**src/hdl/spq_pkg.sv**
```systemverilog
// Package: sizes, codes and controller/datapath link types for the priority task queue.
`default_nettype none
package spq_pkg;

  localparam int QUEUE_DEPTH = 16;
  localparam int IDX_W       = (QUEUE_DEPTH > 1) ? $clog2(QUEUE_DEPTH) : 1;
  localparam int CNT_W       = $clog2(QUEUE_DEPTH + 1);
  localparam int OCC_W       = 5;
  localparam int KIND_W      = 2;
  localparam int PRI_W       = 8;
  localparam int TAG_W       = 16;
  localparam int STATUS_W    = 2;

  typedef enum logic [KIND_W-1:0] {
    KIND_INSERT   = 2'd0,
    KIND_REMOVE   = 2'd1,
    KIND_DISPATCH = 2'd2,
    KIND_IGNORE   = 2'd3
  } kind_e;

  typedef enum logic [STATUS_W-1:0] {
    ST_OK        = 2'd0,
    ST_NOT_FOUND = 2'd1,
    ST_FULL      = 2'd2,
    ST_EMPTY     = 2'd3
  } status_e;

  typedef enum logic [2:0] {
    PTR_HOLD,
    PTR_ZERO,
    PTR_TAIL,
    PTR_INC,
    PTR_DEC
  } ptr_op_e;

  typedef enum logic [2:0] {
    WR_NONE,
    WR_UP_DATA,
    WR_UP_NEW,
    WR_DOWN_DATA,
    WR_HEAD_NEW
  } wr_op_e;

  typedef enum logic [1:0] {
    CNT_HOLD,
    CNT_INC,
    CNT_DEC
  } cnt_op_e;

  typedef struct packed {
    logic [TAG_W-1:0] tag;
    logic [PRI_W-1:0] pri;
  } entry_t;

  // Controller to datapath
  typedef struct packed {
    logic    latch;
    ptr_op_e ptr_op;
    wr_op_e  wr_op;
    cnt_op_e cnt_op;
    logic    grab_head;
    logic    load_result;
    status_e status;
  } dp_cmd_t;

  // Datapath to controller
  typedef struct packed {
    kind_e kind;
    logic  cnt_zero;
    logic  full;
    logic  last;
    logic  at_head;
    logic  pri_lt;
    logic  tag_hit;
    logic  out_free;
  } dp_stat_t;

endpackage
`default_nettype wire

```
**src/hdl/spq_ctrl.sv**
```systemverilog
// Controller: sequences the tail-to-head insert walk and the search/compact walk.
`default_nettype none
module spq_ctrl
  import spq_pkg::*;
(
  input  wire logic     clk_i,
  input  wire logic     rst_ni,
  input  wire logic     cmd_valid_i,
  output logic          cmd_ready_o,
  input  wire dp_stat_t stat_i,
  output dp_cmd_t       cmd_o
);

  typedef enum logic [2:0] {
    S_IDLE,
    S_START,
    S_INS,
    S_INS_HEAD,
    S_REM,
    S_SHIFT,
    S_DONE
  } state_e;

  state_e  state_q, state_d;
  status_e status_q, status_d;
  logic    match;

  assign cmd_ready_o = (state_q == S_IDLE);
  assign match = (stat_i.kind == KIND_DISPATCH) || stat_i.tag_hit;

  always_comb begin
    state_d            = state_q;
    status_d           = status_q;
    cmd_o              = '0;
    cmd_o.ptr_op       = PTR_HOLD;
    cmd_o.wr_op        = WR_NONE;
    cmd_o.cnt_op       = CNT_HOLD;
    cmd_o.status       = status_q;
    unique case (state_q)
      S_IDLE: begin
        if (cmd_valid_i) begin
          cmd_o.latch  = 1'b1;
          // point at the tail for insert, at the head otherwise; refined in S_START
          cmd_o.ptr_op = PTR_TAIL;
          state_d      = S_START;
        end
      end
      S_START: begin
        status_d = ST_OK;
        unique case (stat_i.kind)
          KIND_INSERT: begin
            if (stat_i.full) begin
              status_d = ST_FULL;
              state_d  = S_DONE;
            end else if (stat_i.cnt_zero) begin
              cmd_o.wr_op  = WR_HEAD_NEW;
              cmd_o.cnt_op = CNT_INC;
              state_d      = S_DONE;
            end else begin
              state_d = S_INS;
            end
          end
          KIND_REMOVE, KIND_DISPATCH: begin
            cmd_o.ptr_op = PTR_ZERO;
            if (stat_i.cnt_zero) begin
              status_d = (stat_i.kind == KIND_DISPATCH) ? ST_EMPTY : ST_NOT_FOUND;
              state_d  = S_DONE;
            end else begin
              state_d = S_REM;
            end
          end
          default: begin
            state_d = S_DONE;
          end
        endcase
      end
      S_INS: begin
        if (stat_i.pri_lt) begin
          // entry ranks below the new task: move it up one slot
          cmd_o.wr_op = WR_UP_DATA;
          if (stat_i.at_head) begin
            state_d = S_INS_HEAD;
          end else begin
            cmd_o.ptr_op = PTR_DEC;
          end
        end else begin
          cmd_o.wr_op  = WR_UP_NEW;
          cmd_o.cnt_op = CNT_INC;
          state_d      = S_DONE;
        end
      end
      S_INS_HEAD: begin
        cmd_o.wr_op  = WR_HEAD_NEW;
        cmd_o.cnt_op = CNT_INC;
        state_d      = S_DONE;
      end
      S_REM: begin
        if (match) begin
          cmd_o.grab_head = (stat_i.kind == KIND_DISPATCH);
          if (stat_i.last) begin
            cmd_o.cnt_op = CNT_DEC;
            state_d      = S_DONE;
          end else begin
            cmd_o.ptr_op = PTR_INC;
            state_d      = S_SHIFT;
          end
        end else if (stat_i.last) begin
          status_d = ST_NOT_FOUND;
          state_d  = S_DONE;
        end else begin
          cmd_o.ptr_op = PTR_INC;
        end
      end
      S_SHIFT: begin
        cmd_o.wr_op = WR_DOWN_DATA;
        if (stat_i.last) begin
          cmd_o.cnt_op = CNT_DEC;
          state_d      = S_DONE;
        end else begin
          cmd_o.ptr_op = PTR_INC;
        end
      end
      S_DONE: begin
        if (stat_i.out_free) begin
          cmd_o.load_result = 1'b1;
          state_d           = S_IDLE;
        end
      end
      default: begin
        state_d = S_IDLE;
      end
    endcase
  end

  always_ff @(posedge clk_i or negedge rst_ni) begin
    if (!rst_ni) begin
      state_q  <= S_IDLE;
      status_q <= ST_OK;
    end else begin
      state_q  <= state_d;
      status_q <= status_d;
    end
  end

endmodule
`default_nettype wire

```
**config.mk**
```make
export PLATFORM = sky130hd
export DESIGN_NAME = spq_ctrl
export DESIGN_NICKNAME = d
export VERILOG_FILES = /design/src/hdl/spq_pkg.sv /design/src/hdl/spq_ctrl.sv
export SDC_FILE = /design/constraint.sdc
export NUM_CORES = 1
export LEC_CHECK = 0
export BUFFER_PORTS_ARGS = -buffer_cell sky130_fd_sc_hd__buf_4
export CAP_MARGIN = 20
export CORE_MARGIN = 2
export CORE_UTILIZATION = 25
export DETAILED_ROUTE_END_ITERATION = 10
export GPL_ROUTABILITY_DRIVEN = 0
export GPL_TIMING_DRIVEN = 0
export PLACE_DENSITY = 0.52
export SETUP_SLACK_MARGIN = 0.2
export SYNTH_ARGS = -nofsm -noshare
export SYNTH_HDL_FRONTEND = slang
export SYNTH_SLANG_ARGS = --single-unit
```
**constraint.sdc**
```tcl
create_clock -name clk_i -period 4.3 [get_ports clk_i]
set_clock_uncertainty 0.2 [all_clocks]
set_input_delay 0.215 -clock clk_i [delete_from_list [all_inputs] [get_ports clk_i]]
set_output_delay 0.215 -clock clk_i [all_outputs]
set_load 0.1 [all_outputs]
```
Yosys cells after proc, flatten, opt, wreduce, memory -nomap -nowiden
Cells that the tools add are included.
Storage, ports and cells
  bits of input ports: 12
  logic and storage cells: 61
  output and inout bits: 14
  flip-flop bits (word level): 5
Operators by class
  multiplexer cells: 38
  equal/unequal tests: 13
  reductions and logical operators: 8
Operator list (count)
  $mux W3: 11
  $pmux W3 S4: 2
  $pmux W3 S7: 1
  $mux W2: 10
  $mux W5: 3
  $pmux W2 S5: 1
  $eq A3 B3 Y1 const B: 3
  $ne A2 B2 Y1 const B: 4
  $pmux W2 S2: 2
  $eq A3 B2 Y1 const B: 2
  $mux W1: 6
  $pmux W3 S2: 1
  $reduce_and A3 Y1: 2
  $mux W4: 1
  $reduce_or A2 Y1: 2
  $eq A3 B1 Y1 const B: 1
  $logic_not A3 Y1: 1
  $ne A3 B3 Y1 const B: 1
  $eq A2 B1 Y1 const B: 1
  $eq A2 B2 Y1 const B: 1
  $logic_not A2 Y1: 1
  $reduce_bool A2 Y1: 1
  $logic_or A1 B1 Y1: 1

Depth between registers and ports, before layout
Gate-level depths: netlist (run 1).
  depth after elaboration: 5
  depth in mapped cells: 5
  mapped depth without buffers: 5

Worst setup path before layout (run 1)
No wires, ideal clock.
  path type: reg2out
  start point: register state_q[1]
  end point: output cmd_o[12] (netlist bit)
  path slack: 0.339 ns
  arrival: 3.546 ns
  data required time: 3.885 ns
  stages on the path, launching flop included: 3
  cell sequence: dfrtp_1 -> nor3_1 -> and2_1
RTL lines
  start, declared: RTL line spq_ctrl.sv:24  | state_e state_q, state_d;
  start signal, assigned: RTL line spq_ctrl.sv:140  | state_q <= state_d;
  end, declared: RTL line spq_ctrl.sv:11  | output dp_cmd_t cmd_o

==> results.tsv, run 1 <==
stage	metric	value	unit
place	dp_slack	2.49	ns
yosys	synth-compound-area-share	0.227	
critical_path	cp.buffers_inverters	1	
yosys	yosys-top-cells-area	dfrtp_1, ha_1, nand2_1, nor2_1, nor3_1	
cts	clkLatencyLatePin	0.24	ns
finish	finalNetCount	112	
critical_path	cp_max_fo	8	
cts	clockBufferDepth	2	
finish	nFillCells	221	
critical_path	r2r-start	state_q[0]$_DFFE_PN0P_	
cts	cts.clk_slew.worst_paths	0.05	ns
sta	setup_slack	2.23	ns
finish	utilization	0.394	
yosys	yosysWarningCount	0	
yosys	synth-simple-area-share	0.368	
yosys	synth_fp_nets	81	
critical_path	endpoint	cmd_o[4]	
sta	rsz0062_at_grt	no	
yosys	synth-seq-cells	5	
critical_path	crit_path_end_kind	output port	
critical_path	cp_top_family	simple AND/OR/NAND/NOR gates	
finish	insertedDiodeCount	0	
critical_path	startpoint	state_q[0]$_DFFE_PN0P_	
global_route	grt_util_all_layers	0.117	
sta	fin_tns_setup	0	ns
sta	post-route-period-util	0.480	
critical_path	critical_path.cell_chain	or4b_1, o21ai_0, buf_4	
critical_path	critPathArrivalTime	1.65	ns
yosys	yosys.area.top_type_share	0.247	
route	vias	577	
global_route	grt_max_degree	11	
critical_path	reg2reg_to	state_q[0]$_DFFE_PN0P_	
cts	cts_tree	yes	
route	routed_wl	1.35	mm
critical_path	regToRegSetupSlack	2.74	ns
global_route	overflow	0	
sta	setup_viol	0	
floorplanning	dieHeight	49.0	um
floorplanning	fp.dieW	49.0	um
critical_path	crit_type	flip-flop to output port	
place	dpl_cell_area	728	um2
floorplanning	fp.dieArea	0.00240	mm2
route	drt_iter0_drc	19	
yosys	syn_inst	65	
cts	cts_buffers	3	
yosys	synth.distinct_cells	32	
global_route	grt_pass1_wl	2.24	mm
cts	cts_sinks	5	
critical_path	startpoint_type	flip-flop	
sta	relSlewSlack	0.800	
cts	root_buffer	clkbuf_4	
job	cap_viol_max_count	0	
finish	drive_gt1_frac	0.347	
finish	final_cell_mix	buf_4, nand2_1, nor2_1	
yosys	yosysTopAreaCell	dfrtp_1	
floorplanning	num_io_pins	26	
yosys	synthAdderAreaFrac	0.0988	
yosys	syn_avg_cell_area	7.80	um2
yosys	syn_area	507	um2
finish	layout-area-overhead-vs-synth	50.9	%
finish	mostFrequentLayoutCell	buf_4	
route	drt_pass1_iterations	4	
sta	max_freq	0.484	GHz
place	dp_hpwl	1.12	mm
sta	fin_crit	2.07	ns
critical_path	slowest_delay	0.55	ns
critical_path	critPathSlowestCell	or4b_1	
critical_path	rr_worst_depth	3	
route	postRouteAntennaNets	0	
yosys	ys_seq_area_frac	0.247	
floorplanning	core_area	0.00194	mm2
global_route	antenna_found_initial	0	
floorplanning	num_rows	16	
outcome	outcome	complete, no violations	
route	drc_errors	0	
min_path	hold_path_class	primary input to asynchronous set/reset pin	
place	portBuffers	25	
sta	maxSlewViolCount	0	
floorplanning	initial_core_util	0.261	
route	via_per_inst	4.73	
yosys	synthXorXnorAreaFrac	0	
cts	h-tree-depth	1	
sta	worstMarginPinSlew	0.297	ns
yosys	muxShareOfSynthArea	0	
global_route	grt_pass1_vias	531	
critical_path	cp.depth	3	
yosys	synth_top_family_by_area	simple AND/OR/NAND/NOR gates	
critical_path	required	3.88	ns
finish	fin_area	764	um2
route	wire_per_inst	11.1	um
sta	finalHoldViolCount	0	
==> cell families after synthesis <==
group | count (synthesis)
buf+inv | 7
fa+ha+maj | 4
simple gates | 32
flops | 5
compound gates | 17
==> cells in the mapped netlist <==
library cell and n:
a311oi_1 1, nand3b_1 1, nor2b_1 1, a22oi_1 1, a21boi_0 1, o21ai_0 3, a21o_1 1, inv_1 4
a21oi_1 3, nor3b_1 2, buf_2 3, o211ai_1 1, or3_1 1, and2_1 1, a31o_1 1, nand3_1 1
o21a_1 1, nor4_1 1, or3b_4 1, nor3_2 1, nor3_1 4, a211oi_1 1, o311a_1 1, nand2_1 7
nor2_1 6, nand2b_1 2, ha_1 4, and4b_1 1, a31oi_1 2, nand4bb_1 1, dfrtp_1 5, or4b_1 1
==> per-layer routing <==
| layer | routed length, um | GRT usage | vias up |
|---|---|---|---|
| met2 | 619 | 0.185 | 22 |
| met1 | 622 | 0.152 | 258 |
| li1 | - | - | 297 |
| met5 | 0 | 0 | - |
| met3 | 111 | 0.0429 | 0 |
| met4 | 0 | 0.0286 | 0 |
==> worst register-to-register path, cell delays in order (launching register included) <==
cell and delay (ns):
dfrtp_1 0.44, or3_1 0.39, a311oi_1 0.30, nor3_1 0.11
==> sequential cells by signal, indices dropped and copies added (netlist names) <==
name      cells
state_q       3
status_q      2
==> layout make-up <==
| class | count | area [um2] | area share |
|---|---|---|---|
| Buffer | 3 | 15.0 | 0.0196 |
| Clock buffer | 4 | 26.3 | 0.0344 |
| Inverter | 4 | 15.0 | 0.0196 |
| Multi-Input combinational cell | 53 | 352 | 0.460 |
| Sequential cell | 5 | 125 | 0.164 |
| Tap cell | 27 | 33.8 | 0.0442 |
| Timing Repair Buffer | 26 | 198 | 0.259 |
==> metrics by stage <==
| step | hold slack [ns] | instances |
|---|---|---|
| 2_1_floorplan | -0.281 | 65 |
| 3_3_place_gp | -0.182 | 117 |
| 3_5_place_dp | -0.181 | 117 |
| 4_1_cts | 0.113 | 122 |
| 5_1_grt | 0.0966 | 122 |
| 6_report | 0.110 | 122 |
==> how the worst min path moves through the flow <==
stage,cells past startpoint,slack [ns],start,to
5_1_grt,2,0.1,rst_ni,status_q[0]$_DFFE_PN0P_
4_1_cts,2,0.11,rst_ni,state_q[2]$_DFFE_PN0P_
3_3_place_gp,1,-0.18,rst_ni,status_q[0]$_DFFE_PN0P_
2_1_floorplan,0,-0.28,rst_ni,state_q[0]$_DFFE_PN0P_
3_5_place_dp,1,-0.18,rst_ni,status_q[1]$_DFFE_PN0P_
6_report,2,0.11,rst_ni,state_q[2]$_DFFE_PN0P_
==> timing repair <==
| action | CTS | global route |
|---|---|---|
| hold buffers | 1 | 0 |
| resized for setup | 0 | 0 |
| hold endpoints to repair | 5 | 0 |
| setup buffers | 0 | 0 |
| endpoints found under the setup margin | 0 | 0 |
Power of run 1 is left out: the tool's default activity adds up to more than one toggle a clock period on the data nets, which glitch-free logic cannot reach.
==> run 2, diff against run 1 <==
PLACE_DENSITY = 0.54   (was 0.52)
clock period = 1.9 ns   (was 4.3 ns; I/O delays follow)
==> run 2 against run 1 <==
Against the previous run: the flow now finishes with violations (hold timing); critical path depth stayed put; global-route usage is 3.0 points higher; die area unchanged; cell area increased by 39%; critical path type unchanged.
==> results.tsv, run 2 (same netlist as run 1, synthesis figures left out) <==
stage	metric	value	unit	change
place	portBuffers	25		unchanged
critical_path	critPathSlowestCell	or4b_4		
global_route	grt_max_degree	11		unchanged
sta	fin_tns_setup	0	ns	unchanged
floorplanning	fp.dieW	49.0	um	unchanged
global_route	grt_util_all_layers	0.147		+0.0300
finish	drive_gt1_frac	0.564		+0.217
floorplanning	initial_core_util	0.261		unchanged
finish	largest_reg_flops	3		unchanged
sta	maxSlewViolCount	0		unchanged
route	drt_pass1_iterations	4		unchanged
critical_path	slowest_delay	0.57	ns	+0.02 ns
cts	h-tree-depth	1		unchanged
cts	cts.clk_slew.worst_paths	0.04	ns	about the same
critical_path	crit_type	flip-flop to output port		
sta	worstMarginPinSlew	0.262	ns	-0.0354 ns
route	drt_iter0_drc	9		-10
route	routed_wl	1.54	mm	+14%
sta	finalHoldViolCount	1		+1
global_route	overflow	0		unchanged
critical_path	critPathArrivalTime	1.52	ns	-0.13 ns
sta	fin_crit	1.82	ns	
sta	max_freq	0.550	GHz	
cts	clockBufferDepth	2		unchanged
sta	rsz0062_at_grt	yes		
route	wire_per_inst	12.0	um	+8.6%
floorplanning	fp.dieArea	0.00240	mm2	unchanged
finish	final_cell_mix	buf_4, buf_6, nand2_1, buf_12		
floorplanning	dieHeight	49.0	um	unchanged
sta	setup_viol	0		unchanged
outcome	outcome	finished with violations		
route	drc_errors	0		unchanged
cts	clkLatencyLatePin	0.24	ns	about the same
critical_path	required	1.60	ns	-2.28 ns
min_path	hold_path_class	primary input to flip-flop		
floorplanning	num_rows	16		unchanged
sta	hold_slack	-0.00195	ns	-0.112 ns
cts	cts_tree	yes		
critical_path	cp_max_fo	7		-1
finish	layout-area-overhead-vs-synth	109	%	
global_route	antenna_found_initial	0		unchanged
floorplanning	core_area	0.00194	mm2	unchanged
sta	relSlewSlack	0.825		+0.0241
finish	finalNetCount	118		+5.4%
cts	cts_buffers	3		unchanged
outcome	violations	hold timing		
floorplanning	num_io_pins	26		unchanged
critical_path	startpoint_type	flip-flop		
cts	root_buffer	clkbuf_4		
cts	cts_sinks	5		unchanged
route	postRouteAntennaNets	0		unchanged
finish	regMostFlops	state_q		
route	via_per_inst	4.81		+1.8%
sta	post-route-period-util	0.957		
finish	insertedDiodeCount	0		unchanged
critical_path	critical_path.cell_chain	or4b_4, o21ai_4, buf_12		
route	vias	616		+6.8%
finish	nFillCells	195		-12%
global_route	grt_pass1_wl	2.74	mm	+22%
job	cap_viol_max_count	0		unchanged
critical_path	crit_path_end_kind	output port		
global_route	grt_pass1_vias	610		+15%
finish	top_regs	state_q x3, status_q x2		
finish	mostFrequentLayoutCell	buf_4		
place	dp_hpwl	1.18	mm	+4.5%
## run 2: cell count changes in the layout (fill, tap and decap cells not counted), sizes merged
| cell | before | now |
|---|---|---|
| dlygate4sd3 | 1 | 2 |
| buf | 28 | 33 |
## run 2: layout make-up
class	instances	area [um2]	area share
tap	27	33.8	0.0319
inverter	4	15.0	0.0142
sequential	5	129	0.122
timing repair buffer	32	347	0.327
buffer	3	30.0	0.0283
multi-input combinational	53	479	0.452
clock buffer	4	26.3	0.0248
## run 2: what timing repair did
item                                    4_1_cts  5_1_grt
buffers inserted                              4        1
hold endpoints to repair                      5        0
pin swaps                                     3        2
gates resized for setup                      30        9
endpoints found under the setup margin       11       13
hold buffers                                  2        0
## run 2: worst max-delay path: cells and delay by family (launching register included)
family	cells	cell delay [ns]
flip-flops	1	0.44
buffers and inverters	1	0.19
AO/OA/AOI/OAI	1	0.09
AND/OR/NAND/NOR	1	0.57
## run 2: per-layer routing
layer | GRT usage | part of all wire | vias up | wire, um
li1 | - | - | 312 | -
met1 | 0.187 | 0.43 | 283 | 665
met2 | 0.237 | 0.51 | 17 | 780
met3 | 0.0215 | 0.038 | 4 | 58
met4 | 0.0857 | 0.023 | 0 | 36
met5 | 0 | 0 | - | 0
## run 2: worst paths after layout
path	endpoint	slack [ns]	startpoint	depth (start not counted)
max in group asynchronous	state_q[2]$_DFFE_PN0P_	0.72	rst_ni	3
worst min register to register	status_q[1]$_DFFE_PN0P_	0.29	status_q[1]$_DFFE_PN0P_	1
worst max-delay path	cmd_o[4]	0.08	state_q[2]$_DFFE_PN0P_	3
worst max register to register	state_q[0]$_DFFE_PN0P_	0.21	state_q[0]$_DFFE_PN0P_	4
worst min-delay path	state_q[2]$_DFFE_PN0P_	-0.002	stat_i[0]	3
min in group asynchronous	state_q[1]$_DFFE_PN0P_	0.58	rst_ni	3
## run 2: stage by stage
stage | area [um2] | hold slack, ns | utilization | instances | setup slack (ns)
floorplan | 598 | -0.401 | - | 65 | -0.150
global placement | 820 | -0.302 | 0.422 | 117 | 0.100
detailed placement | 820 | -0.302 | 0.422 | 117 | 0.0819
CTS | 1010 | 0.00240 | 0.523 | 127 | 0.0764
global route | 1060 | 0.0280 | 0.546 | 128 | 0.0252
finish | 1060 | -0.00195 | 0.546 | 128 | 0.0819
Power of run 2 is left out for the same reason.
==> run 3, diff against run 2 <==
ABC_AREA = 1   (was default)
CORE_MARGIN = default   (was 2)
PLACE_DENSITY = 0.51   (was 0.54)
clock period = 2.1 ns   (was 1.9 ns; I/O delays follow)
==> run 3 against run 2 <==
Against the previous run: the flow now finishes without violations; routed wire length fell by 8.0%; register-to-register slack better by 0.53 ns; cell area shrank 19%; clock-buffer cell count is the same; setup slack improved by 0.21 ns; utilization fell by 12 points; critical path depth rose by 4; sequential share of layout area rose by 2.8 points; synthesized area up 9.9%; final cell count rose by 14%; critical endpoint is now cmd_o[5]; largest cell class unchanged.
==> results.tsv, run 3 <==
stage	metric	value	unit	change
floorplanning	initial_core_util	0.275		+0.0144
route	routed_wl	1.42	mm	-8.0%
place	numPlacedInstances	141		+21%
floorplanning	dieHeight	49.2	um	+0.35%
global_route	antenna_found_initial	0		unchanged
floorplanning	fp.dieArea	0.00242	mm2	+0.69%
critical_path	startpoint_type	flip-flop		
yosys	yosysWarningCount	0		unchanged
cts	clkLatencyLatePin	0.23	ns	about the same
finish	largest_reg_flops	3		unchanged
finish	drive_gt1_frac	0.378		-0.186
yosys	synth-seq-cells	5		unchanged
critical_path	critPathArrivalTime	1.51	ns	about the same
yosys	ys_seq_area_frac	0.225		-0.0222
yosys	synth_edf_count	0		unchanged
sta	setup_viol	0		unchanged
finish	insertedDiodeCount	0		unchanged
finish	top_regs	state_q x3, status_q x2		
cts	root_buffer	clkbuf_4		
cts	h-tree-depth	1		unchanged
min_path	hold_path_class	primary input to asynchronous set/reset pin		
critical_path	rr_worst_depth	7		+3
route	vias	643		+4.4%
yosys	synth.distinct_cells	20		-38%
finish	layout-area-overhead-vs-synth	53.5	%	
finish	utilization	0.423		-0.123
yosys	syn_avg_cell_area	6.26	um2	-20%
sta	relSlewSlack	0.815		-0.00963
cts	clockBufferDepth	2		unchanged
critical_path	cp_max_fo	9		+2
critical_path	regToRegSetupSlack	0.74	ns	+0.53 ns
yosys	syn_area	557	um2	+9.9%
global_route	grt_util_all_layers	0.119		-0.0280
sta	post-route-period-util	0.863		
floorplanning	num_rows	16		unchanged
route	via_per_inst	4.40		-8.5%
route	wire_per_inst	9.71	um	-19%
yosys	yosys-top-cells-area	dfrtp_1, nand2_1, nand3_1, inv_1, ha_1		
cts	cts.clk_slew.worst_paths	0.04	ns	about the same
global_route	grt_pass1_wl	2.28	mm	-17%
sta	max_freq	0.552	GHz	
floorplanning	num_io_pins	26		unchanged
critical_path	reg2reg_to	status_q[1]$_DFFE_PN0P_		
yosys	syn_inst	89		+37%
critical_path	r2r-start	state_q[0]$_DFFE_PN0P_		
sta	maxSlewViolCount	0		unchanged
yosys	async_reset_ff_frac	1.00		unchanged
floorplanning	core_area	0.00202	mm2	+4.1%
critical_path	required	1.79	ns	+0.19 ns
yosys	yosys.area.top_type_share	0.225		-0.0222
sta	rsz0062_at_grt	no		
yosys	ys_top_cells_by_count	nand2_1, inv_1, nand3_1		
floorplanning	fp.dieW	49.2	um	+0.35%
finish	finalNetCount	136		+15%
cts	cts_sinks	5		unchanged
yosys	synthMostInstantiatedCell	nand2_1		
critical_path	crit_type	flip-flop to output port		
cts	cts_buffers	3		unchanged
sta	finalHoldViolCount	0		-1
global_route	overflow	0		unchanged
place	dp_hpwl	1.18	mm	+0.72%
route	drt_iter0_drc	11		+2
yosys	synth_flop_cell	dfrtp_1		
route	drc_errors	0		unchanged
yosys	yosysTopAreaCell	dfrtp_1		
yosys	synth_fp_nets	105		+30%
sta	fin_crit	1.81	ns	
route	postRouteAntennaNets	0		unchanged
global_route	grt_max_degree	10		-1
finish	fin_cells	146		+14%
finish	regMostFlops	state_q		
sta	worstMarginPinSlew	0.280	ns	+0.0182 ns
global_route	grt_pass1_vias	561		-8.0%
place	dpl_cell_area	792	um2	-3.4%
finish	final_cell_mix	nand2_1, buf_4, inv_1		
route	drt_pass1_iterations	4		unchanged
finish	nFillCells	238		+22%
place	portBuffers	25		unchanged
cts	cts_tree	yes		
critical_path	crit_path_end_kind	output port		
job	cap_viol_max_count	0		unchanged
outcome	outcome	complete, no violations		
finish	fin_area	855	um2	-19%
## run 3: cell types whose count changed after synthesis, sizes merged, moves of 3 or more
cell / delta
nand2: +15
nand4: +5
inv: +15
nand3: +13
nor3: -3
a21oi: -3
## run 3: timing repair
action                                  CTS  global route
endpoints found under the setup margin    0             5
hold buffers                              1             0
endpoints found under the hold margin     5             0
buffers inserted                          0             0
gates resized for setup                   0             8
## run 3: final cells by class
cell class | instances | area [um2] | area share
clock buffers | 4 | 26.3 | 0.0307
repair buffers | 26 | 216 | 0.253
well taps | 27 | 33.8 | 0.0395
flip-flops and latches | 5 | 128 | 0.149
plain buffers | 1 | 11.3 | 0.0132
inverters | 21 | 78.8 | 0.0922
multi-input cells | 62 | 360 | 0.422
## run 3: worst max-delay path, cell delays in order, from the launching register on
cell	delay [ns]
dfrtp_1	0.36
buf_6	0.14
nor2_4	0.13
nand2_4	0.08
nand2_2	0.07
nand2_1	0.08
a31oi_2	0.16
buf_6	0.24
## run 3: worst max-delay path by stage
stage / from / endpoint / slack [ns] / cells after the start
floorplan: state_q[0]$_DFFE_PN0P_ / cmd_o[10] / -0.47 / 6
global placement: state_q[1]$_DFFE_PN0P_ / cmd_o[5] / 0.45 / 6
detailed placement: state_q[0]$_DFFE_PN0P_ / cmd_o[5] / 0.47 / 7
CTS: state_q[0]$_DFFE_PN0P_ / cmd_o[5] / 0.21 / 7
global route: state_q[0]$_DFFE_PN0P_ / cmd_o[5] / 0.20 / 7
finish: state_q[0]$_DFFE_PN0P_ / cmd_o[5] / 0.29 / 7
## run 3: layer usage
layer  up-vias  wire length [um]  track usage
met5         -                 0            0
met4         0                 0       0.0294
met3         0                73       0.0156
met2        22               702        0.205
met1       275               641        0.156
li1        346                 -            -
## run 3: cells by family after synthesis
group | Yosys count | synth area share
simple gates | 51 | 0.447
fa+ha+maj | 4 | 0.0899
compound gates | 7 | 0.0764
flops | 5 | 0.225
buf+inv | 22 | 0.162
## run 3: per-stage QoR
step,hold WS (ns),setup WS (ns),setup TNS (ns)
after floorplan,-0.391,-0.469,-1.09
after global placement,-0.292,0.449,0
after detailed placement,-0.289,0.469,0
after CTS,0.00849,0.214,0
after global routing,0.0160,0.199,0
final,0.00924,0.288,0
Power of run 3 is left out for the same reason.
