[src/hdl/spq_pkg.sv]
// Package: sizes, codes and controller/datapath link types for the priority task queue.
`default_nettype none
package spq_pkg;

  localparam int QUEUE_DEPTH = 16;
  localparam int IDX_W       = (QUEUE_DEPTH > 1) ? $clog2(QUEUE_DEPTH) : 1;
  localparam int CNT_W       = $clog2(QUEUE_DEPTH + 1);
  localparam int OCC_W       = 5;
  localparam int KIND_W      = 2;
  localparam int PRI_W       = 8;
  localparam int TAG_W       = 16;
  localparam int STATUS_W    = 2;

  typedef enum logic [KIND_W-1:0] {
    KIND_INSERT   = 2'd0,
    KIND_REMOVE   = 2'd1,
    KIND_DISPATCH = 2'd2,
    KIND_IGNORE   = 2'd3
  } kind_e;

  typedef enum logic [STATUS_W-1:0] {
    ST_OK        = 2'd0,
    ST_NOT_FOUND = 2'd1,
    ST_FULL      = 2'd2,
    ST_EMPTY     = 2'd3
  } status_e;

  typedef enum logic [2:0] {
    PTR_HOLD,
    PTR_ZERO,
    PTR_TAIL,
    PTR_INC,
    PTR_DEC
  } ptr_op_e;

  typedef enum logic [2:0] {
    WR_NONE,
    WR_UP_DATA,
    WR_UP_NEW,
    WR_DOWN_DATA,
    WR_HEAD_NEW
  } wr_op_e;

  typedef enum logic [1:0] {
    CNT_HOLD,
    CNT_INC,
    CNT_DEC
  } cnt_op_e;

  typedef struct packed {
    logic [TAG_W-1:0] tag;
    logic [PRI_W-1:0] pri;
  } entry_t;

  // Controller to datapath
  typedef struct packed {
    logic    latch;
    ptr_op_e ptr_op;
    wr_op_e  wr_op;
    cnt_op_e cnt_op;
    logic    grab_head;
    logic    load_result;
    status_e status;
  } dp_cmd_t;

  // Datapath to controller
  typedef struct packed {
    kind_e kind;
    logic  cnt_zero;
    logic  full;
    logic  last;
    logic  at_head;
    logic  pri_lt;
    logic  tag_hit;
    logic  out_free;
  } dp_stat_t;

endpackage
`default_nettype wire

[src/hdl/spq_datapath.sv]
// Datapath: entry memory, walk pointer, fill count, command and result registers.
`default_nettype none
module spq_datapath
  import spq_pkg::*;
(
  input  wire logic              clk_i,
  input  wire logic              rst_ni,
  input  wire logic [KIND_W-1:0] kind_i,
  input  wire logic [PRI_W-1:0]  priority_req_i,
  input  wire logic [TAG_W-1:0]  task_tag_i,
  input  wire dp_cmd_t           cmd_i,
  output dp_stat_t               stat_o,
  output logic                   rsp_valid_o,
  input  wire logic              rsp_ready_i,
  output logic [STATUS_W-1:0]    status_o,
  output logic [TAG_W-1:0]       out_tag_o,
  output logic [PRI_W-1:0]       out_priority_o,
  output logic [OCC_W-1:0]       occupancy_o
);

  entry_t mem [QUEUE_DEPTH];

  entry_t             rd_q;
  logic [IDX_W-1:0]   ptr_q, ptr_d;
  logic [CNT_W-1:0]   cnt_q, cnt_d;
  kind_e              kind_q;
  entry_t             new_q;
  entry_t             head_q;
  logic               wr_en;
  logic [IDX_W-1:0]   wr_addr;
  entry_t             wr_data;

  logic               rsp_valid_q;
  logic [STATUS_W-1:0] rsp_status_q;
  logic [TAG_W-1:0]   rsp_tag_q;
  logic [PRI_W-1:0]   rsp_pri_q;
  logic [OCC_W-1:0]   rsp_occ_q;

  always_comb begin
    unique case (cmd_i.ptr_op)
      PTR_ZERO: ptr_d = '0;
      PTR_TAIL: ptr_d = IDX_W'(cnt_q - CNT_W'(1));
      PTR_INC:  ptr_d = ptr_q + IDX_W'(1);
      PTR_DEC:  ptr_d = ptr_q - IDX_W'(1);
      default:  ptr_d = ptr_q;
    endcase
  end

  always_comb begin
    unique case (cmd_i.cnt_op)
      CNT_INC: cnt_d = cnt_q + CNT_W'(1);
      CNT_DEC: cnt_d = cnt_q - CNT_W'(1);
      default: cnt_d = cnt_q;
    endcase
  end

  always_comb begin
    wr_en   = 1'b1;
    wr_addr = ptr_q + IDX_W'(1);
    wr_data = rd_q;
    unique case (cmd_i.wr_op)
      WR_UP_DATA: begin
      end
      WR_UP_NEW: begin
        wr_data = new_q;
      end
      WR_DOWN_DATA: begin
        wr_addr = ptr_q - IDX_W'(1);
      end
      WR_HEAD_NEW: begin
        wr_addr = '0;
        wr_data = new_q;
      end
      default: begin
        wr_en = 1'b0;
      end
    endcase
  end

  // Read port follows the next pointer so data for ptr_q is always in rd_q
  always_ff @(posedge clk_i) begin
    if (wr_en) begin
      mem[wr_addr] <= wr_data;
    end
    rd_q <= mem[ptr_d];
  end

  always_ff @(posedge clk_i or negedge rst_ni) begin
    if (!rst_ni) begin
      ptr_q  <= '0;
      cnt_q  <= '0;
      kind_q <= KIND_IGNORE;
    end else begin
      ptr_q <= ptr_d;
      cnt_q <= cnt_d;
      if (cmd_i.latch) begin
        kind_q <= kind_e'(kind_i);
      end
    end
  end

  always_ff @(posedge clk_i) begin
    if (cmd_i.latch) begin
      new_q.tag <= task_tag_i;
      new_q.pri <= priority_req_i;
      head_q    <= '0;
    end else if (cmd_i.grab_head) begin
      head_q <= rd_q;
    end
  end

  // Result word register: a new command may start while this word waits
  always_ff @(posedge clk_i or negedge rst_ni) begin
    if (!rst_ni) begin
      rsp_valid_q <= 1'b0;
    end else if (cmd_i.load_result) begin
      rsp_valid_q <= 1'b1;
    end else if (rsp_ready_i) begin
      rsp_valid_q <= 1'b0;
    end
  end

  always_ff @(posedge clk_i) begin
    if (cmd_i.load_result) begin
      rsp_status_q <= cmd_i.status;
      rsp_tag_q    <= head_q.tag;
      rsp_pri_q    <= head_q.pri;
      rsp_occ_q    <= OCC_W'(cnt_q);
    end
  end

  assign stat_o.kind     = kind_q;
  assign stat_o.cnt_zero = (cnt_q == '0);
  assign stat_o.full     = (cnt_q == CNT_W'(QUEUE_DEPTH));
  assign stat_o.last     = ((CNT_W'(ptr_q) + CNT_W'(1)) == cnt_q);
  assign stat_o.at_head  = (ptr_q == '0);
  assign stat_o.pri_lt   = (rd_q.pri < new_q.pri);
  assign stat_o.tag_hit  = (rd_q.tag == new_q.tag);
  assign stat_o.out_free = !rsp_valid_q || rsp_ready_i;

  assign rsp_valid_o    = rsp_valid_q;
  assign status_o       = rsp_status_q;
  assign out_tag_o      = rsp_tag_q;
  assign out_priority_o = rsp_pri_q;
  assign occupancy_o    = rsp_occ_q;

endmodule
`default_nettype wire

[config.mk]
export PLATFORM = sky130hd
export DESIGN_NAME = spq_datapath
export DESIGN_NICKNAME = d
export VERILOG_FILES = /design/src/hdl/spq_pkg.sv /design/src/hdl/spq_datapath.sv
export SDC_FILE = /design/constraint.sdc
export NUM_CORES = 1
export LEC_CHECK = 0
export BUFFER_PORTS_ARGS = -buffer_cell sky130_fd_sc_hd__buf_2
export CORE_ASPECT_RATIO = 0.75
export CORE_MARGIN = 8
export CORE_UTILIZATION = 30
export DETAILED_ROUTE_END_ITERATION = 10
export SYNTH_ARGS = -nofsm -noshare
export SYNTH_HDL_FRONTEND = slang
export SYNTH_SLANG_ARGS = --single-unit
[constraint.sdc]
create_clock -name clk_i -period 2.8 [get_ports clk_i]
set_input_delay 0 -clock clk_i [delete_from_list [all_inputs] [get_ports clk_i]]
set_output_delay 0 -clock clk_i [all_outputs]
set_load 0.05 [all_outputs]
[Word-level counts from Yosys, hierarchy flattened]
Memories as Yosys holds them, arrays and structs flattened. A register that Yosys moved wholly into a read port is not among the register bits.
Index checks and enable logic that the tools add are counted.
Word-level totals
  word-level logic and storage cells: 49
  memories kept: 1
  flip-flop bits (word level): 91
  input bits: 42
  bits in writable memories: 384
  output and inout port bits: 41
Memory list
  mem: depth 16, bits a word 24, rd ports 1, clocked after Yosys merged registers in 1, wr ports 1, RTL line spq_datapath.sv:21  | entry_t mem [QUEUE_DEPTH];
Operators by class
  $add $sub $neg: 5
  order comparisons: 1
  mux-type cells: 9
  reduce and logical (&&, ||, !) cells: 8
  eq/ne operators: 13
Operators with widths (count)
  two-way mux 24 bit: 1
  equality test 16 bit: 1
  one-hot mux 4 bit (4 select lines): 1
  equality test 3 x 2 -> 1 bit (second input constant): 4
  one-hot mux 5 bit (2 select lines): 1
  less-than comparator 8 bit: 1
  one-hot mux 4 bit (2 select lines): 1
  equality test 3 x 1 -> 1 bit (second input constant): 2
  equality test 3 bit (second input constant): 2
  adder 4 x 1 -> 5 bit (second input constant): 1
  adder 5 x 1 -> 5 bit (second input constant): 1
  equality test 5 bit: 1
  equality test 5 bit (second input constant): 1
  zero test 5 bit: 1
  two-way mux 1 bit: 5
  subtractor 5 x 1 -> 5 bit (second input constant): 1
  adder 4 x 1 -> 4 bit (second input constant): 1
  zero test 4 bit: 1
  nonzero test 2 bit: 2
  OR reduction 4 bit: 1
  subtractor 4 x 1 -> 4 bit (second input constant): 1
  equality test 2 x 1 -> 1 bit (second input constant): 1
  equality test 2 bit (second input constant): 1
  OR reduction 2 bit: 1
  2 further kinds: 2

[Longest topological paths before layout]
Gate-level depths: netlist of the first run.
  depth in word-level cells: 5
  mapped depth: 14
  gate-level depth less buffers: 10

[Worst setup path before layout of the first run]
Ideal clock, no wire load.
  kind: reg2reg
  start point: register ptr_q[0]
  end point: memory mem[6][0] (netlist name), enable pin
  stages on the path, launching flop included: 9
  setup time: 0.405 ns
  clock period less this slack: 3.041 ns
  data required time: 2.395 ns
  arrival: 2.636 ns
  setup slack: -0.241 ns
  buffers on the path: 1
  cell sequence: dfrtp_1 buf_2 nand3_1 xor2_1 o21ai_0 nand2_1 o221ai_1 or2_2 nor2_1
On the way
  longest elaborated chain between the ends: 2
  elaborated cells on any way between the ends: 3
  classes of those cells: 2 x add/sub; 1 x mux
Ends and longest elaborated chain
  from (decl): RTL line spq_datapath.sv:24  | logic [IDX_W-1:0] ptr_q, ptr_d;
  from (signal assigned): RTL line spq_datapath.sv:94  | ptr_q <= ptr_d;
  adder 4 x 1 -> 4 bit or subtractor 4 x 1 -> 4 bit (tied branches): RTL line spq_datapath.sv:59, spq_datapath.sv:68
  one-hot mux 4 bit (2 select lines) *: RTL line spq_datapath.sv:61  | unique case (cmd_i.wr_op)
  to (decl): RTL line spq_datapath.sv:21
Every way passes the cells marked *; elsewhere a longest branch is shown, timed or not.

[Worst setup path in the final report of the first run]
  start point: register ptr_q[1]
  end point: register rd_q[6] (netlist name)
On the way
  longest elaborated chain between the ends: 2
  elaborated cells on any way between the ends: 3
  classes of those cells: 2 x add/sub; 1 x mux
Ends and longest elaborated chain
  subtractor 4 x 1 -> 4 bit or adder 4 x 1 -> 4 bit (tied branches): RTL line spq_datapath.sv:44, spq_datapath.sv:43
  one-hot mux 4 bit (4 select lines) *: RTL line spq_datapath.sv:40  | unique case (cmd_i.ptr_op)
Marked as above.
A chain may end at the register's enable or synchronous reset.

==> summary.md, run 1 <==
| Metric | Value |
|---|---|
| Hold Path Class | `in2reg` |
| Final Hold Viols | `0` |
| Die Height | `roughly 240 µm` |
| Worst r2r src | `ptr_q[1]` |
| Crit path kind | `reg2reg` |
| Max Root-Sink Buffers | `3` |
| Total grt overflow | `0` |
| Seq/Total Area, Yosys | `around 73%` |
| Hold path endpoint | `head_q[13]` |
| Final WL | `49700 µm` |
| Crit path DAT | `3.12 ns` |
| IO Pins | `83` |
| Fin area | `around 24000 µm²` |
| Final slew viol count | `0` |
| Cell mode on critical path | `nand2_1` |
| PwrDens | `between 1000 and 1500 nW/µm²` |
| Skew final | `between 0.02 and 0.025 ns` |
| First-pass GRT wire length | `roughly 75000 µm` |
| Yosys cell types | `55` |
| Leak pwr | `slightly above 8 nW` |
| Port Buffers | `82` |
| Post-Synthesis Cells | `about 1500` |
| Vias in the first global route | `about 12000` |
| Period utilization | `94.7%` |
| Flops & latches, synth | `about 500` |
| Initial DRT Pass Iterations | `5` |
| TritonCTS clock tree | `yes` |
| Hold slack | `between 0.04 and 0.05 ns` |
| Mean routed wirelength per cell | `~20 µm` |
| Least-Margin Pin Slew | `between 0.8 and 0.9 ns` |
| CP max-delay cell | `dfrtp_1` |
| Syn avg cell area | `13.7 µm²` |
| R2R Setup Slk | `approximately 0.15 ns` |
| Fillcell total | `about 6200` |
| DRC | `0` |
| Vias per cell | `~4.9` |
| Initial Util | `30.4%` |
| Syn Std Cell Area | `roughly 20000 µm²` |
| CP endpoint kind | `flop` |
| Chip width | `around 310 µm` |
| Critical path cell sequence | `inv_1 -> ha_2 -> nand2_1 -> o32a_1 -> and2_4 -> inv_4 -> buf_12 -> nand2_1 -> a32oi_1 -> o221ai_1 -> mux2i_1` |
| GRT Overall Usage | `roughly an eighth` |
| Clock-pin slew on the worst setup and hold paths | `around 0.06 ns` |
| Initial antenna violation count | `1` |
| Antenna cells | `0` |
| Floorplan row count | `81` |
| Outcome | `completed` |
| Most common cell after layout, fill and taps aside | `edfxtp_1` |
| R2R depth | `11` |
| Layout net count | `roughly 1600` |
| Synth warn | `0` |
| Highest clock rate | `about 380 MHz` |
| Area delta synth->final | `18.9%` |
| Dominant synthesized flop cell | `edfxtp_1` |
| Post-Synthesis Net Count | `~1500` |
| Hold path cells | `2` |
| Die footprint | `74800 µm²` |
| Setup WS pre-CTS | `between 0.07 and 0.08 ns` |
| Hold Path Origin | `cmd_i[12]` |
| Total buffers and inverters traversed by the critical path | `3` |
| Clock Root Buffer | `clkbuf_16` |
| Asr flop ratio synth | `approximately 2.4%` |
| Antenna Nets Post-Route | `0` |
| Largest net degree at the start of global routing | `a little under 90` |
| CP top delay family | `compound AO/OA/AOI/OAI gates` |
| Minimum clock period | `2.65 ns` |
| RSZ-0062 raised after global routing | `false` |
| 1st-iter DRT viols | `roughly 1400` |
| Placed Instance Area | `approximately 22000 µm²` |
| Post-synth EDFFs | `between 400 and 500` |
| Worst Path Required | `roughly 3.3 ns` |
| Skew-Pair Late Insertion Delay | `about 0.59 ns` |
| GP Congestion | `around 0.78` |
| Clock sink count | `around 500` |
| Min setup slack post-route | `between 0.1 and 0.15 ns` |
| DPL Wire Length | `about 29000 µm` |
| Rel. slew slack | `approximately 40%` |
| Share of layout cells above drive strength 1 | `between 10% and 20%` |
| Slowest stage delay, CP | `0.44 ns` |
| Max IR drop VDD | `around 0.53 mV` |
| Commonest cells after routing, fill and taps aside | `439 x edfxtp_1, 401 x nand2_1, 82 x buf_2, 55 x a21oi_1, 53 x nand4_1` |
| Max-cap violations | `0` |
| CORE AREA | `approximately 65000 µm²` |
| Worst r2r dst | `rd_q[6]` |
| Total CTS buffers | `49` |
| Setup crit start kind | `flop` |
| # setup viols final | `0` |
| Critical path fanouts, max | `40` |
| H-tree depth | `2` |
| Vias | `12200` |
## cell type report
cell class	instances	area (µm²)	area share [%]
clock inverters	18	189	0.799
clock buffers	73	1430	6.03
multi-input cells	846	4930	20.9
flip-flops and latches	499	14400	61.1
inverters	15	58.8	0.249
repair buffers	174	1490	6.30
well taps	871	1090	4.61
## where the power goes
group / internal (W) / leakage (nW) / switching (W) / total [W]
combinational: 0.00226 / 2.98 / 0.00457 / 0.00683
clock: 0.00381 / 0.784 / 0.00274 / 0.00656
sequential: 0.00984 / 4.55 / 0.000624 / 0.0105
## flip-flops by register name (all words and copies together), names as in the netlist, 4 cells and up
signal / cells
cnt_q: 5
head_q: 24
mem: 384
new_q: 24
occupancy_o: 5
out_priority_o: 8
out_tag_o: 16
ptr_q: 4
rd_q: 24
## worst max path at each step
stage	start	end	cells past startpoint
detailed placement	ptr_q[1]	rd_q[14]	11
finish	ptr_q[1]	rd_q[6]	11
floorplan	ptr_q[0]	mem[6][0]	8
global route	ptr_q[1]	rd_q[6]	11
CTS	ptr_q[1]	rd_q[14]	11
global placement	ptr_q[1]	rd_q[19]	11
## cells in the mapped netlist (2+ instances only)
master	n	area, µm²
clkbuf_1	22	82.6
nor4bb_1	2	20.0
dfxtp_1	48	961
o221ai_1	50	438
mux2_2	26	293
buf_2	48	240
nand2_1	401	1510
nor2b_1	7	43.8
xnor2_1	24	210
nand3b_1	2	15.0
nor3_1	4	20.0
a21oi_1	55	275
inv_1	14	52.6
a21o_1	2	15.0
mux2i_1	49	490
nand4b_1	2	17.5
a32oi_1	48	420
buf_4	4	30.0
nor3b_1	2	15.0
buf_6	11	124
o21ai_1	2	10.0
dfstp_2	2	52.6
nand4_1	53	332
and2_1	3	18.8
nor2_1	53	199
or2_2	2	12.5
edfxtp_1	439	13200
xor2_1	7	61.3
dfrtp_1	10	250
a22oi_1	3	22.5
o21ai_0	10	50.1
nand2b_1	6	37.5
nor4_1	2	12.5
buf_1	9	33.8
ha_1	13	163
## cell families (layout without fill, tap and decap cells)
| family | after synthesis | after routing | share of synthesized area [%] |
|---|---|---|---|
| flops | 499 | 499 | 72.7 |
| fa+ha+maj | 13 | 13 | 0.818 |
| simple gates | 548 | 548 | 11.7 |
| xor+xnor | 31 | 31 | 1.37 |
| buf+inv | 110 | 280 | 2.88 |
| mux | 75 | 75 | 3.94 |
| compound gates | 179 | 179 | 6.63 |
## metrics by stage
stage / setup TNS, ns / utilization, % / total power [W] / std cells
after CTS: 0 / 36.1 / 0.0239 / 2494
after floorplan: -37.42 / - / 0.0150 / 1455
after global routing: 0 / 36.2 / 0.0250 / 2496
after global placement: 0 / 33.1 / 0.0171 / 2367
after detailed placement: 0 / 33.1 / 0.0173 / 2367
final: 0 / 36.2 / 0.0238 / 2496
## routing by layer
metal  GRT usage, %  vias up  routed length, µm
met5              0        -                  0
met3           2.88       56               3750
met4           3.22        0                825
li1               -     5650                  -
met2           19.5      420              21900
met1           18.6     6091              23300
## worst reg2reg max path, delay by kind of cell (launching register included)
family,cells,cell delay (ns)
buffers and inverters,3,0.44
multiplexers,1,0.25
flip-flops,1,0.44
AND/OR/NAND/NOR,3,0.39
AO/OA/AOI/OAI,3,0.65
adder cells (fa/ha/maj),1,0.39
## timing repair
action / 4_1_cts / 5_1_grt
gates resized for setup: 0 / 5
hold endpoints to repair: 48 / 0
endpoints found under the setup margin: 0 / 16
buffers inserted: 0 / 1
hold buffers: 36 / 0
(Power assumes the default switching activity.)
==> run 2, diff against run 1 <==
--- a/config.mk
+++ b/config.mk
@@ -5,11 +5,11 @@
 export SDC_FILE = /design/constraint.sdc
 export NUM_CORES = 1
 export LEC_CHECK = 0
-export BUFFER_PORTS_ARGS = -buffer_cell sky130_fd_sc_hd__buf_2
 export CORE_ASPECT_RATIO = 0.75
 export CORE_MARGIN = 8
 export CORE_UTILIZATION = 30
 export DETAILED_ROUTE_END_ITERATION = 10
+export DONT_BUFFER_PORTS = 1
 export SYNTH_ARGS = -nofsm -noshare
 export SYNTH_HDL_FRONTEND = slang
 export SYNTH_SLANG_ARGS = --single-unit
==> constraint.sdc (replaced) <==
create_clock -name clk_i -period 3.2 [get_ports clk_i]
set_input_delay 0 -clock clk_i [delete_from_list [all_inputs] [get_ports clk_i]]
set_output_delay 0 -clock clk_i [all_outputs]
set_load 0.05 [all_outputs]
==> run 2 against run 1 <==
Fmax down 12%. Flip-flop and latch count did not move. Combinational power down 19%. Sequential power is 10% lower. Clock-buffer cell count grew 1. Wire length fell by 2.7%. Setup slack improved by 0.053 ns. Largest power group unchanged.
==> summary.md, run 2 (synthesized netlist as in run 1, its figures left out) <==
| Metric | Value |
|---|---|
| Outcome | `completed (unchanged)` |
| Clock power share | `28.4% (was 27.5%)` |
| Share of layout cells above drive strength 1 | `12.0% (was 16.7%)` |
| H-tree depth | `2 (unchanged)` |
| Highest layer used for signal routing | `met4 (unchanged)` |
| Period utilization | `93.7% (was 94.7%)` |
| Antenna Nets Post-Route | `0 (unchanged)` |
| Crit path DAT | `3.50 ns (was 3.12 ns)` |
| Chip width | `313 µm (unchanged)` |
| Critical path fanouts, max | `10 (was 40)` |
| Hold Path Class | `in2reg (unchanged)` |
| Max-cap violations | `0 (unchanged)` |
| CP endpoint kind | `flop (unchanged)` |
| GP Congestion | `0.775 (was 0.776)` |
| Crit path kind | `reg2reg (unchanged)` |
| Internal | `0.0141 W (was 0.0159 W)` |
| Least-Margin Pin Slew | `0.892 ns (was 0.895 ns)` |
| GRT Overall Usage | `12.5% (was 12.9%)` |
| Vias in the first global route | `11500 (was 11900)` |
| Die footprint | `74800 µm² (unchanged)` |
| Total CTS buffers | `52 (was 49)` |
| Skew-Pair Late Insertion Delay | `0.59 ns (about the same)` |
| Cell Count Post-Placement | `2277 (was 2367)` |
| Clock-pin slew on the worst setup and hold paths | `0.06 ns (about the same)` |
| Vias | `12000 (was 12200)` |
| Max Root-Sink Buffers | `3 (unchanged)` |
| Final WL | `48400 µm (was 49700 µm)` |
| Total grt overflow | `0 (unchanged)` |
| Most flop-heavy register | `mem (unchanged)` |
| DR WL met2 | `22400 µm (was 21900 µm)` |
| DRC | `0 (unchanged)` |
| Final Hold Viols | `0 (unchanged)` |
| Leak pwr | `8.06 nW (was 8.31 nW)` |
| Setup bufs post-CTS | `0 (unchanged)` |
| Comb pwr share | `26.6% (was 28.6%)` |
| Skew final | `0.0128 ns (was 0.0231 ns)` |
| Setup crit start kind | `flop (unchanged)` |
| Met1 wire length | `22100 µm (was 23300 µm)` |
| DPL Wire Length | `26700 µm (was 28700 µm)` |
| TritonCTS clock tree | `yes (unchanged)` |
| Switch share | `32.8% (was 33.3%)` |
| Max FFs per register | `384 (unchanged)` |
| Reg power frac | `45.0% (was 43.9%)` |
| Highest clock rate | `333 MHz (was 377 MHz)` |
| Max IR drop VDD | `0.484 mV (was 0.528 mV)` |
| Largest net degree at the start of global routing | `103 (was 88)` |
| IO Pins | `83 (unchanged)` |
| First-pass GRT wire length | `72600 µm (was 74800 µm)` |
| Fillcell total | `6131 (was 6249)` |
| WL met3 | `3080 µm (was 3750 µm)` |
| R2R Setup Slk | `0.20 ns (was 0.15 ns)` |
| Initial Util | `30.4% (unchanged)` |
| Mean routed wirelength per cell | `20.0 µm (was 19.9 µm)` |
| Antenna cells | `0 (unchanged)` |
| Filler-free cell count of the finished design | `2424 (was 2496)` |
| Initial antenna violation count | `3 (was 1)` |
| RSZ-0062 raised after global routing | `false (unchanged)` |
| Vias per cell | `4.93 (was 4.89)` |
| Area occupied by multi-input gates | `4960 µm² (was 4930 µm²)` |
| Floorplan row count | `81 (unchanged)` |
| Initial DRT Pass Iterations | `5 (unchanged)` |
| Tot Pwr | `0.0209 W (was 0.0238 W)` |
| # setup viols final | `0 (unchanged)` |
| Reg area | `14400 µm² (unchanged)` |
| TNS Setup | `0 ns (unchanged)` |
| Die Height | `239 µm (unchanged)` |
| Minimum clock period | `3.00 ns (was 2.65 ns)` |
| CORE AREA | `65400 µm² (unchanged)` |
| Rel. slew slack | `40.3% (was 40.4%)` |
| Net switching power | `0.00686 W (was 0.00794 W)` |
| Worst Path Required | `3.70 ns (was 3.27 ns)` |
| PwrDens | `891 nW/µm² (was 1010 nW/µm²)` |
| Area delta synth->final | `18.1% (was 18.9%)` |
| 1st-iter DRT viols | `1072 (was 1385)` |
| Layout net count | `1564 (was 1640)` |
| Final slew viol count | `0 (unchanged)` |
| Clock sink count | `499 (unchanged)` |
| Most common cell after layout, fill and taps aside | `edfxtp_1 (unchanged)` |
| Port Buffers | `0 (was 82)` |
| Clock Root Buffer | `clkbuf_16 (unchanged)` |
| Commonest cells after routing, fill and taps aside | `439 x edfxtp_1, 401 x nand2_1, 55 x a21oi_1, 53 x nand4_1, 53 x clkbuf_16 (was 439 x edfxtp_1, 401 x nand2_1, 82 x buf_2, 55 x a21oi_1, 53 x nand4_1)` |
## run 2: cell types whose count changed in the layout (fill, tap and decap cells not counted), moves of 3 or more
cell,change
buf_6,-3
clkinvlp_4,-3
inv_6,+3
buf_12,+10
clkbuf_16,+3
buf_4,-13
dlygate4sd3_1,+10
buf_2,-82
clkinv_1,+5
clkbuf_8,-5
## run 2: timing repair
| action | 4_1_cts | 5_1_grt |
|---|---|---|
| hold endpoints to repair | 134 | 0 |
| gates resized for setup | 0 | 2 |
| setup endpoints to repair | 0 | 2 |
| hold buffers | 49 | 0 |
## run 2: critical path, stage by stage (launching register included)
cell	delay [ns]
dfrtp_1	0.50
nand3_1	0.17
xor2_2	0.23
a22o_1	0.29
o21ai_0	0.16
nand2_1	0.06
dlygate4sd3_1	0.59
o211ai_4	0.30
buf_4	0.36
mux2i_1	0.25
## run 2: per-stage QoR
step	hold WS [ns]	utilization [%]	area [µm²]	worst slack (ns)
2_1_floorplan	-0.296	-	19900	0.159
3_3_place_gp	-0.295	32.5	21200	0.382
3_5_place_dp	-0.295	32.5	21200	0.295
4_1_cts	0.00785	35.9	23500	0.200
5_1_grt	0.0153	35.9	23500	0.0243
6_report	0.0440	35.9	23500	0.201
## run 2: layout make-up
class / instances / area share [%]
Sequential cell: 499 / 61.5
Multi-Input combinational cell: 846 / 21.1
Clock buffer: 74 / 6.24
Timing Repair Buffer: 95 / 5.21
Tap cell: 871 / 4.64
Clock inverter: 24 / 0.996
Inverter: 15 / 0.261
## run 2: worst paths after layout
kind | start | to | depth (start not counted)
max | ptr_q[2] | rd_q[11] | 9
min | task_tag_i[11] | new_q[19] | 1
max reg2reg | ptr_q[2] | rd_q[11] | 9
min reg2reg | head_q[21] | out_tag_o[13] | 0
max in group asynchronous | rst_ni | cnt_q[1] | 2
min in group asynchronous | rst_ni | cnt_q[2] | 2
## run 2: power groups by stage
stage	clock network, W	logic, W	registers (W)
2_1_floorplan	0	0.00385	0.00924
3_3_place_gp	0	0.00532	0.00952
3_5_place_dp	0	0.00544	0.00954
4_1_cts	0.00606	0.00556	0.00941
5_1_grt	0.00631	0.00609	0.00949
6_report	0.00595	0.00556	0.00941
## run 2: routing by layer
| layer | vias to the layer above | GRT usage, % |
|---|---|---|
| met4 | 0 | 2.81 |
| met5 | - | 0 |
| met2 | 413 | 20.3 |
| met3 | 71 | 2.49 |
| li1 | 5513 | - |
| met1 | 5958 | 17.4 |
==> run 3, diff against run 2 <==
--- a/config.mk
+++ b/config.mk
@@ -6,10 +6,11 @@
 export NUM_CORES = 1
 export LEC_CHECK = 0
 export CORE_ASPECT_RATIO = 0.75
-export CORE_MARGIN = 8
+export CORE_MARGIN = 2
 export CORE_UTILIZATION = 30
 export DETAILED_ROUTE_END_ITERATION = 10
 export DONT_BUFFER_PORTS = 1
+export MAX_ROUTING_LAYER = met4
 export SYNTH_ARGS = -nofsm -noshare
 export SYNTH_HDL_FRONTEND = slang
 export SYNTH_SLANG_ARGS = --single-unit
==> run 3 against run 2 <==
Core utilization is 0.35 points lower. Via count is 1.7% lower. First-iteration DRC count is 2.0% lower. Largest power group unchanged.
==> summary.md, run 3 (synthesized netlist as in run 1, its figures left out) <==
| Metric | Value |
|---|---|
| Outcome | `completed (unchanged)` |
| Mean routed wirelength per cell | `19.5 µm (was 20.0 µm)` |
| CORE AREA | `65400 µm² (unchanged)` |
| Critical path cell sequence | `nand3_1 -> xor2_2 -> a22o_1 -> o21ai_0 -> nand2_1 -> dlygate4sd3_1 -> o211ai_4 -> dlygate4sd3_1 (was nand3_1 -> xor2_2 -> a22o_1 -> o21ai_0 -> nand2_1 -> dlygate4sd3_1 -> o211ai_4 -> buf_4 -> mux2i_1)` |
| GR peak layer | `met2 (unchanged)` |
| Initial antenna violation count | `3 (unchanged)` |
| Vias | `11800 (was 12000)` |
| Least-Margin Pin Slew | `0.915 ns (was 0.892 ns)` |
| RSZ-0062 raised after global routing | `false (unchanged)` |
| Most flop-heavy register | `mem (unchanged)` |
| GRT Overall Usage | `14.1% (was 12.5%)` |
| Commonest cells after routing, fill and taps aside | `439 x edfxtp_1, 401 x nand2_1, 55 x a21oi_1, 53 x nand4_1, 51 x clkbuf_16 (was 439 x edfxtp_1, 401 x nand2_1, 55 x a21oi_1, 53 x nand4_1, 53 x clkbuf_16)` |
| Clock Root Buffer | `clkbuf_16 (unchanged)` |
| Initial DRT Pass Iterations | `5 (unchanged)` |
| DRC | `0 (unchanged)` |
| Max FFs per register | `384 (unchanged)` |
| CP max-delay cell | `dlygate4sd3_1 (unchanged)` |
| Crit path DAT | `3.45 ns (was 3.50 ns)` |
| Share of layout cells above drive strength 1 | `10.9% (was 12.0%)` |
| CP endpoint kind | `flop (unchanged)` |
| Port Buffers | `0 (unchanged)` |
| DPL Wire Length | `25700 µm (was 26700 µm)` |
| Met3 Use GR | `2.50% (was 2.49%)` |
| Final slew viol count | `0 (unchanged)` |
| Fillcell total | `6210 (was 6131)` |
| Leak pwr | `7.95 nW (was 8.06 nW)` |
| Hold Path Class | `in2reg (unchanged)` |
| Antenna Nets Post-Route | `0 (unchanged)` |
| Setup bufs post-CTS | `0 (unchanged)` |
| Util after Layout | `35.6% (was 35.9%)` |
| Setup crit start kind | `flop (unchanged)` |
| 1st-iter DRT viols | `1051 (was 1072)` |
| Total grt overflow | `0 (unchanged)` |
| Highest clock rate | `333 MHz (about the same)` |
| Antenna cells | `0 (unchanged)` |
| Clock-pin slew on the worst setup and hold paths | `0.05 ns (was 0.06 ns)` |
| Die Height | `227 µm (was 239 µm)` |
| M2 GR Usage | `22.7% (was 20.3%)` |
| Grt met1 use | `18.6% (was 17.4%)` |
| Largest net degree at the start of global routing | `68 (was 103)` |
| IO Pins | `83 (unchanged)` |
| Cell Count Post-Placement | `2270 (was 2277)` |
| Die footprint | `68400 µm² (was 74800 µm²)` |
| Rel. slew slack | `38.8% (was 40.3%)` |
| Period utilization | `94.0% (was 93.7%)` |
| Chip width | `301 µm (was 313 µm)` |
| Total CTS buffers | `51 (was 52)` |
| Skew-Pair Late Insertion Delay | `0.59 ns (about the same)` |
| GP Congestion | `0.775 (about the same)` |
| Final WL | `47200 µm (was 48400 µm)` |
| First-pass GRT wire length | `70700 µm (was 72600 µm)` |
| Crit path kind | `reg2reg (unchanged)` |
| Skew final | `0.0195 ns (was 0.0128 ns)` |
| Fin area | `23300 µm² (was 23500 µm²)` |
| Final Hold Viols | `0 (unchanged)` |
| Layout net count | `1556 (was 1564)` |
| Vias per cell | `4.87 (was 4.93)` |
| Total buffers and inverters traversed by the critical path | `2 (unchanged)` |
| Most common cell after layout, fill and taps aside | `edfxtp_1 (unchanged)` |
| Vias in the first global route | `11500 (about the same)` |
| # setup viols final | `0 (unchanged)` |
| Clock sink count | `499 (unchanged)` |
| CP top delay family | `buffers and inverters (unchanged)` |
| Critical path fanouts, max | `9 (was 10)` |
| Filler-free cell count of the finished design | `2412 (was 2424)` |
| Initial Util | `30.4% (unchanged)` |
| Hold slack | `0.0334 ns (was 0.0440 ns)` |
| Worst Path Required | `3.64 ns (was 3.70 ns)` |
| Minimum clock period | `3.01 ns (was 3.00 ns)` |
| Max Root-Sink Buffers | `3 (unchanged)` |
| Placed Instance Area | `21100 µm² (was 21200 µm²)` |
| Max IR drop VDD | `0.546 mV (was 0.484 mV)` |
| Area delta synth->final | `17.0% (was 18.1%)` |
| H-tree depth | `2 (unchanged)` |
| TritonCTS clock tree | `yes (unchanged)` |
| Cell mode on critical path | `dlygate4sd3_1` |
| Max-cap violations | `0 (unchanged)` |
| PwrDens | `880 nW/µm² (was 891 nW/µm²)` |
| TNS Setup | `0 ns (unchanged)` |
| Slowest stage delay, CP | `0.68 ns (was 0.59 ns)` |
| Floorplan row count | `81 (unchanged)` |
-- run 3: cell count changes in the layout (fill, tap and decap cells not counted), sizes merged --
cell	before	now
buf	49	42
clkbuf	74	70
clkinv	15	18
inv	19	17
bufinv	4	3
clkinvlp	1	0
-- run 3: timing repair --
item / CTS / global route
hold buffers: 49 / 0
endpoints found under the setup margin: 0 / 11
hold endpoints to repair: 134 / 0
resized for setup: 0 / 2
-- run 3: through the flow --
stage | setup slack (ns) | total power (W)
6_report | 0.193 | 0.0205
5_1_grt | 0.0678 | 0.0215
4_1_cts | 0.0805 | 0.0206
3_5_place_dp | 0.345 | 0.0149
3_3_place_gp | 0.446 | 0.0147
2_1_floorplan | 0.159 | 0.0131
-- run 3: layout make-up --
cell class                      count  area, µm²  area share, %
Clock buffer                       70       1390           5.97
Clock inverter                     23        198          0.850
Inverter                           15       58.8          0.253
Multi-Input combinational cell    846       4960           21.3
Sequential cell                   499      14400           62.1
Tap cell                          871       1090           4.69
Timing Repair Buffer               88       1110           4.78
-- run 3: worst paths after layout --
| kind | start | depth (start not counted) | end | slack, ns |
|---|---|---|---|---|
| setup reg to reg | ptr_q[2] | 8 | ptr_q[3] | 0.19 |
| setup / recovery | ptr_q[2] | 8 | ptr_q[3] | 0.19 |
| max in group asynchronous | rst_ni | 2 | ptr_q[1] | 2.36 |
| min in group asynchronous | rst_ni | 2 | cnt_q[3] | 0.42 |
| hold / removal | cmd_i[9] | 3 | rd_q[5] | 0.03 |
| hold reg to reg | head_q[3] | 0 | out_priority_o[3] | 0.43 |
-- run 3: worst reg2reg max path, delay by kind of cell (launching register included) --
| family | cells | cell delay (ns) |
|---|---|---|
| and+or+nand+nor | 2 | 0.24 |
| buffers and inverters | 2 | 1.28 |
| DFF | 1 | 0.48 |
| xor gates and xnor gates | 1 | 0.33 |
| AOI/OAI and AO/OA | 3 | 0.55 |
-- run 3: power by group --
| group | total, W | internal [W] | leakage, nW | switching [W] |
|---|---|---|---|---|
| Clock | 0.00560 | 0.00327 | 0.774 | 0.00233 |
| Combinational | 0.00543 | 0.00185 | 2.62 | 0.00358 |
| Sequential | 0.00943 | 0.00862 | 4.55 | 0.000812 |
| Total | 0.0205 | 0.0137 | 7.95 | 0.00672 |
-- run 3: per-layer routing --
layer,vias up,routed length [µm]
met5,-,0
met4,0,741
met3,60,2840
met2,332,22400
met1,5879,21200
li1,5481,-
